==> src/hdl/lru_write_back_cache_assert.svh <==
// Assertion helpers shared by the cache RTL.
`ifndef LRU_WRITE_BACK_CACHE_ASSERT_SVH
`define LRU_WRITE_BACK_CACHE_ASSERT_SVH

`ifndef SYNTH

// The consequent must hold in the same cycle as the antecedent.
`define LWBC_ASSERT_SAME(label, clk, rst, ante, cons) \
   label: assert property (@(posedge clk) disable iff (rst) (ante) |-> (cons)) \
      else $error("lwbc assertion failed");

// The consequent must hold in the cycle after the antecedent.
`define LWBC_ASSERT_NEXT(label, clk, rst, ante, cons) \
   label: assert property (@(posedge clk) disable iff (rst) (ante) |=> (cons)) \
      else $error("lwbc assertion failed");

`else

`define LWBC_ASSERT_SAME(label, clk, rst, ante, cons)
`define LWBC_ASSERT_NEXT(label, clk, rst, ante, cons)

`endif

`endif

==> src/hdl/lwbc_pkg.sv <==
`default_nettype none

package lwbc_pkg;

   // Cache and backing memory geometry.
   localparam int CACHE_DEPTH = 8;
   localparam int POS_W       = (CACHE_DEPTH > 1) ? $clog2(CACHE_DEPTH) : 1;
   localparam int FILL_W      = $clog2(CACHE_DEPTH + 1);
   localparam int MEM_DEPTH   = 1024;
   localparam int MEM_AW      = $clog2(MEM_DEPTH);

   // Field widths.
   localparam int ADDR_W     = 16;
   localparam int DATA_W     = 32;
   localparam int MEMW_W     = 11;
   localparam int CENT_W     = 4;
   localparam int CSR_IDX_W  = 4;
   localparam int CSR_DATA_W = 16;

   // Register indexes and reset values.
   localparam logic [CSR_IDX_W-1:0] CSR_MEMORY_WORDS  = CSR_IDX_W'(0);
   localparam logic [CSR_IDX_W-1:0] CSR_CACHE_ENTRIES = CSR_IDX_W'(1);
   localparam logic [MEMW_W-1:0]    MEM_WORDS_RESET     = MEMW_W'(1024);
   localparam logic [CENT_W-1:0]    CACHE_ENTRIES_RESET = CENT_W'(8);

   // Operation codes.
   localparam logic OP_READ  = 1'b0;
   localparam logic OP_WRITE = 1'b1;

   // Status codes.
   localparam logic STATUS_DONE = 1'b0;
   localparam logic STATUS_OOB  = 1'b1;

   // One cached word.
   typedef struct packed {
      logic [MEM_AW-1:0]        addr;
      logic signed [DATA_W-1:0] data;
   } entry_type;

   // Per-cell control from the sequencer.
   typedef struct packed {
      logic              shift;
      logic [MEM_AW-1:0] key;
   } cell_ctl_type;

endpackage

`default_nettype wire

==> src/hdl/lwbc_cell.sv <==
`default_nettype none

// One recency position of the cache. On a shift it takes the entry of the
// more recent neighbor; it always compares its address with the lookup key.
module lwbc_cell import lwbc_pkg::*; (
   input  wire logic         clock,
   input  wire cell_ctl_type ctl,
   input  wire entry_type    prev_entry,
   output entry_type         entry,
   output logic              match
);

   entry_type entry_ff;
   entry_type entry_in;

   // Shift from the neighbor or hold.
   always_comb begin
      entry_in = ctl.shift ? prev_entry : entry_ff;
   end

   always_ff @(posedge clock) begin
      entry_ff <= entry_in;
   end

   assign entry = entry_ff;
   assign match = (entry_ff.addr == ctl.key);

endmodule

`default_nettype wire

==> config.mk <==
export PLATFORM = sky130hd
export DESIGN_NAME = lwbc_cell
export DESIGN_NICKNAME = d
export VERILOG_FILES = /design/src/hdl/lru_write_back_cache_assert.svh /design/src/hdl/lwbc_pkg.sv /design/src/hdl/lwbc_cell.sv
export SDC_FILE = /design/constraint.sdc
export NUM_CORES = 1
export LEC_CHECK = 0
export BUFFER_PORTS_ARGS = -buffer_cell sky130_fd_sc_hd__buf_2
export CORE_MARGIN = 2
export CORE_UTILIZATION = 43
export CTS_BUF_LIST = sky130_fd_sc_hd__clkbuf_16
export CTS_CLUSTER_DIAMETER = 120
export DETAILED_ROUTE_END_ITERATION = 10
export HOLD_SLACK_MARGIN = 0.15
export PLACE_DENSITY = 0.83
export SLEW_MARGIN = 20
export SYNTH_ARGS = -nofsm -noshare
export SYNTH_HDL_FRONTEND = slang
export SYNTH_SLANG_ARGS = --single-unit
==> constraint.sdc <==
create_clock -name clock -period 2.3 [get_ports clock]
set_input_delay 0.345 -clock clock [delete_from_list [all_inputs] [get_ports clock]]
set_output_delay 0.345 -clock clock [all_outputs]
set_load 0.005 [all_outputs]
==> reports/qor.csv, run 1 <==
stage,metric,value,unit
worst_setup_path,CP startpoint kind,register,
die,core area,3053,sq um
sta,Final Hold Viols,0,
flow_run,Max Cap Viol,0,
pwr,LEAKAGE,0.8928,nW
pwr,combinational share of power,7.9,%
synth,Mapped Area,1374,sq um
worst_setup_path,"delay-heaviest family, CP",flip-flops,
status,run status,"finished, final reports clean",
die,Initial Util,45.00,%
min_path,Hold WC Path Type,input pin to register,
synth,"top cells by count, synth","edfxtp_1 (42), xnor2_1 (8), nand4_1 (2), xor2_1 (2), nor4_2 (1)",
clock_tree,clk root buf,clkbuf_16,
die,Ports,97,
pwr,clock share of power,41.6,%
pwr,internal power,1.503,mW
min_path,Hold Path Stages,1,
clock_tree,maximum buffer depth of the clock tree,2,
route,via count,880,
synth,async set-reset flop share out of synthesis,0,%
die,Die Area,3663,sq um
place,PortBufs,96,
sta,Worst-Margin Slew,868.5,ps
sta,Hold WS,242.8,ps
sta,Slew Limit Fails,0,
clock_tree,Worst-path clk slew,60,ps
sta,Setup TNS,0,ps
synth,sequential-to-total area share from yosys stat,91.80,%
synth,Synth Instances,55,
sta,Fmax,598.8,MHz
sta,max_slew headroom,42.10,%
pwr,sw frac,18.45,%
route,initial detailed-routing violation count,33,
worst_setup_path,Crit. path cell count,4,
route,routed len/inst,13.16,um
worst_setup_path,Critical Path Sink,match,
global_route,Top Usage Layer GRT,met2,
synth,syn avg cell area,24.98,sq um
global_route,pin count of the biggest net entering global routing,43,
place,RePlAce Congestion,0.6550,
pwr,pwr/cell area,886.5,nW/um^2
global_route,GRT Total Usage,15.45,%
clock_tree,post-CTS sizing,0,
worst_setup_path,Worst setup startpoint,entry[34],
worst_setup_path,CP Buf/Inv Count,1,
clock_tree,H-tree levels,2,
die,Chip Width,60.53,um
synth,top post-synthesis cells by area,"edfxtp_1 (92%), xnor2_1 (5.1%), xor2_1 (1.3%)",
layout,Layout Utilization,68.11,%
synth,"count leader, synth",edfxtp_1,
layout,Layout Cells excl Fill,203,
place,placed inst area,1909,sq um
clock_tree,CTS Hold Bufs,0,
worst_setup_path,Worst Setup End Kind,output pin,
sta,Tmin final,1670,ps
worst_setup_path,"slowest stage delay, CP",410,ps
die,die span in y,60.53,um
route,Post-route DRC,0,
synth,Most used DFF post-synth,edfxtp_1,
synth,top cell type's share of synthesized area,91.80,%
place,DP Worst Slack,846.6,ps
route,first drt pass iteration count,4,
pwr,PnR Total Power,1.843,mW
sta,period utilization,72.61,%
route,"antenna viol nets, final",0,
layout,filler cell count,235,
layout,flip-flop count of the largest register after layout,42,
layout,Nets,212,
worst_setup_path,Worst Path Max Fanout,2,
clock_tree,TritonCTS Sinks,42,
route,final WL,2672,um
global_route,GR Layer Usage met2,27.33,%
clock_tree,# Post-CTS Setup Buffers,0,
place,cell total after placement,195,
worst_setup_path,crit-path cells,xnor2_1 -> nand4_1 -> nor4_2 -> buf_2,
global_route,first-pass GRT wire length,3877,um
die,Rows,20,
layout,ANT cells,0,
global_route,GRT overflow,0,
pwr,Peak supply drop,0.5758,mV
global_route,met1 Use GR,13.93,%
synth,Post-synth EDFFs,42,
layout,Area growth syn-to-layout,51.37,%
global_route,met3 usage,8.316,%
global_route,initial antenna violation count,0,
worst_setup_path,WP data required,1960,ps
sta,final setup margin,630.0,ps
synth,post-synth top area cell,edfxtp_1,
route,routed vias/inst,4.335,
synth,Yosys reg bits,42,
worst_setup_path,"Worst Path Class, Setup",register to output pin,
worst_setup_path,crit path DAT,1330,ps
clock_tree,CTS tree,built,
synth,Synth Warn #,0,
synth,Yosys cell types,5,
sta,RSZ-0062 raised after global routing,no,
global_route,vias in the first global route,922,
pwr,Sw Pwr,340.2,uW
sta,Final setup viols,0,
synth,Mapped Nets,109,
layout,design area,2079,sq um
pwr,Reg power frac,50.5,%
worst_setup_path,slowest cell on the critical path,edfxtp_1,
layout,share of post-route cells with drive strength above 1,66.04,%
clock_tree,Num CTS Buffers,5,
-- worst min-delay path by stage --
stage                      to      startpoint  slack, ps
floorplan            entry[0]   prev_entry[0]        440
global placement    entry[26]  prev_entry[26]        520
detailed placement  entry[21]  prev_entry[21]        520
CTS                  entry[8]   prev_entry[8]        240
global route         entry[8]   prev_entry[8]        240
finish              entry[30]  prev_entry[30]        240
-- cells by family (layout without fill, tap and decap cells) --
group | count (synthesis) | after routing | share of synthesized area, %
XOR/XNOR | 10 | 10 | 6.376
AND/OR/NAND/NOR | 3 | 3 | 1.821
flip-flops | 42 | 42 | 91.80
buffers and inverters | 0 | 104 | 0
-- routing by layer --
metal	wire, um	up-vias	share of wire, %
li1	-	419	-
met1	863	392	32
met2	1396	64	52
met3	363	5	14
met4	48	0	1.8
met5	0	-	0
-- placed cells by master, fill, tap and decap left out --
cell,netlist,routed
edfxtp_1,42,42
clkbuf_16,0,5
bufinv_16,0,1
xnor2_1,8,8
buf_2,0,96
nor4_2,1,1
nand4_1,2,2
clkinvlp_4,0,2
xor2_1,2,2
-- power groups by stage --
stage / Combinational, mW / Sequential, mW / Clock, mW
floorplan: 0.0199 / 0.956 / 0
finish: 0.146 / 0.931 / 0.766
global route: 0.162 / 0.937 / 0.805
CTS: 0.149 / 0.933 / 0.780
global placement: 0.142 / 0.944 / 0
detailed placement: 0.148 / 0.947 / 0
-- cell type report --
class	instances	area (sq um)	share of cell area, %
well taps	44	55.05	2.647
repair buffers	96	480.5	23.10
multi-input cells	13	112.6	5.415
clock inverters	3	45.04	2.166
clock buffers	5	125.1	6.017
flip-flops and latches	42	1261	60.65
No activity file was read; power rests on OpenSTA's default activity.
==> inputs of run 2 (changes only) <==
CORE_UTILIZATION = 40   (was 43)
PLACE_DENSITY = 0.78   (was 0.83)
clock period = 1.6 ns   (was 2.3 ns; I/O delays follow)
==> reports/qor.csv, run 2 (synthesis gave the netlist of run 1 again) <==
stage,metric,value,unit,change
pwr,LEAKAGE,1.071,nW,+20%
global_route,GRT overflow,0,,unchanged
route,via count,1056,,+20%
clock_tree,CTS tree,built,,
sta,Tmin final,1586,ps,
global_route,GR Layer Usage met2,34.14,%,+6.8 points
global_route,Top Usage Layer GRT,met2,,
status,run status,"finished, final reports clean",,
worst_setup_path,crit path DAT,1350,ps,+20 ps
layout,Layout Cells excl Fill,245,,+21%
route,"antenna viol nets, final",0,,unchanged
pwr,PnR Total Power,2.722,mW,+48%
clock_tree,Num CTS Buffers,5,,unchanged
place,RePlAce Congestion,0.6652,,+1.6%
die,die span in y,62.61,um,+3.4%
worst_setup_path,CP startpoint kind,register,,
global_route,first-pass GRT wire length,5016,um,+29%
sta,Final setup viols,0,,unchanged
global_route,met3 usage,7.207,%,-1.1 points
layout,"commonest non-fill, non-tap cells in the layout","buf_2 (96), edfxtp_1 (42), dlygate4sd3_1 (38)",,
sta,Worst-Margin Slew,263.6,ps,-605.0 ps
sta,Fmax,630.6,MHz,
global_route,vias in the first global route,1076,,+17%
worst_setup_path,"slowest stage delay, CP",410,ps,about the same
route,first drt pass iteration count,4,,unchanged
global_route,pin count of the biggest net entering global routing,43,,unchanged
clock_tree,TritonCTS Sinks,42,,unchanged
clock_tree,clk root buf,clkbuf_16,,
layout,share of post-route cells with drive strength above 1,53.27,%,-13 points
sta,Setup TNS,0,ps,unchanged
global_route,GRT Total Usage,17.43,%,+2.0 points
layout,Area growth syn-to-layout,80.97,%,
die,Ports,97,,unchanged
layout,Nets,252,,+19%
route,initial detailed-routing violation count,26,,-21%
sta,max_slew headroom,82.37,%,+40 points
die,Rows,21,,+5.0%
route,routed len/inst,13.85,um,+5.2%
layout,ANT cells,0,,unchanged
flow_run,Max Cap Viol,0,,unchanged
worst_setup_path,slowest cell on the critical path,edfxtp_1,,
worst_setup_path,crit-path cells,xnor2_1 -> nand4_1 -> nor4_2 -> buf_2,,
sta,Slew Limit Fails,0,,unchanged
die,Die Area,3919,sq um,+7.0%
die,core area,3311,sq um,+8.4%
clock_tree,Worst-path clk slew,60,ps,about the same
route,final WL,3394,um,+27%
layout,flip-flop count of the largest register after layout,42,,unchanged
sta,period utilization,99.11,%,
global_route,initial antenna violation count,0,,unchanged
die,Initial Util,41.50,%,-3.5 points
pwr,Peak supply drop,0.6744,mV,+17%
layout,Layout Utilization,75.09,%,+7.0 points
worst_setup_path,Worst Path Max Fanout,2,,unchanged
route,Post-route DRC,0,,unchanged
global_route,met1 Use GR,16.90,%,+3.0 points
layout,"most common cell after layout, fill and taps aside",buf_2,,
place,PortBufs,96,,unchanged
layout,filler cell count,200,,-15%
clock_tree,post-CTS sizing,0,,unchanged
sta,Final Hold Viols,0,,unchanged
die,Chip Width,62.61,um,+3.4%
route,routed vias/inst,4.310,,-0.57%
sta,RSZ-0062 raised after global routing,yes,,
clock_tree,H-tree levels,2,,unchanged
pwr,pwr/cell area,1095,nW/um^2,+23%
clock_tree,maximum buffer depth of the clock tree,2,,unchanged
place,cell total after placement,198,,+1.5%
worst_setup_path,WP data required,1360,ps,-600 ps
worst_setup_path,Worst Setup End Kind,output pin,,
min_path,Hold WC Path Type,input pin to register,,
worst_setup_path,"Worst Path Class, Setup",register to output pin,,
## run 2: cell count changes in the layout (fill, tap and decap cells not counted), sizes merged
cell / previous run / this run
clkinvlp: 2 / 1
inv: 0 / 1
dlygate4sd3: 0 / 38
buf: 96 / 98
## run 2: what timing repair did
item	CTS	global route
hold buffers	37	1
endpoints found under the hold margin	37	1
setup endpoints to repair	0	1
setup buffers	0	1
## run 2: path summary, 6_finish.rpt
check        end      startpoint  slack (ps)  depth (start not counted)
min    entry[39]  prev_entry[39]         160                          1
max        match       entry[37]          10                          4
## run 2: final cells by class
cell class                 count  area (sq um)  area share (%)
multi-input combinational     13         112.6           4.529
timing repair buffer         136         888.4           35.73
clock buffer                   5         125.1           5.033
tap                           46         57.56           2.315
clock inverter                 3         41.29           1.661
sequential                    42          1261           50.73
## run 2: worst max-delay path, delay by kind of cell, from the launching register on
family        cells  cell delay (ps)
buf+inv           1              150
flops             1              410
xor+xnor          1              170
simple gates      2              340
## run 2: per-stage QoR
stage | instance area, sq um | setup slack, ps | hold WS [ps]
global placement | 1932 | 365.8 | 416.6
finish | 2486 | 14.29 | 155.8
global route | 2486 | -72.40 | 150.0
CTS | 2469 | 24.14 | 152.3
detailed placement | 1932 | 333.5 | 418.1
floorplan | 1374 | 466.9 | 338.9
## run 2: report_power, final
part	switching [mW]	total [mW]	internal [mW]	leakage (nW)
clock network	0.357	1.09	0.728	0.0812
logic	0.111	0.296	0.185	0.579
registers	0.0309	1.34	1.31	0.411
total	0.499	2.72	2.22	1.07
## run 2: routing by layer
metal  share of wire, %  vias up
met1                 36      490
met5                  0        -
met3                8.5        2
met2                 56       65
li1                   -      499
met4              0.059        0
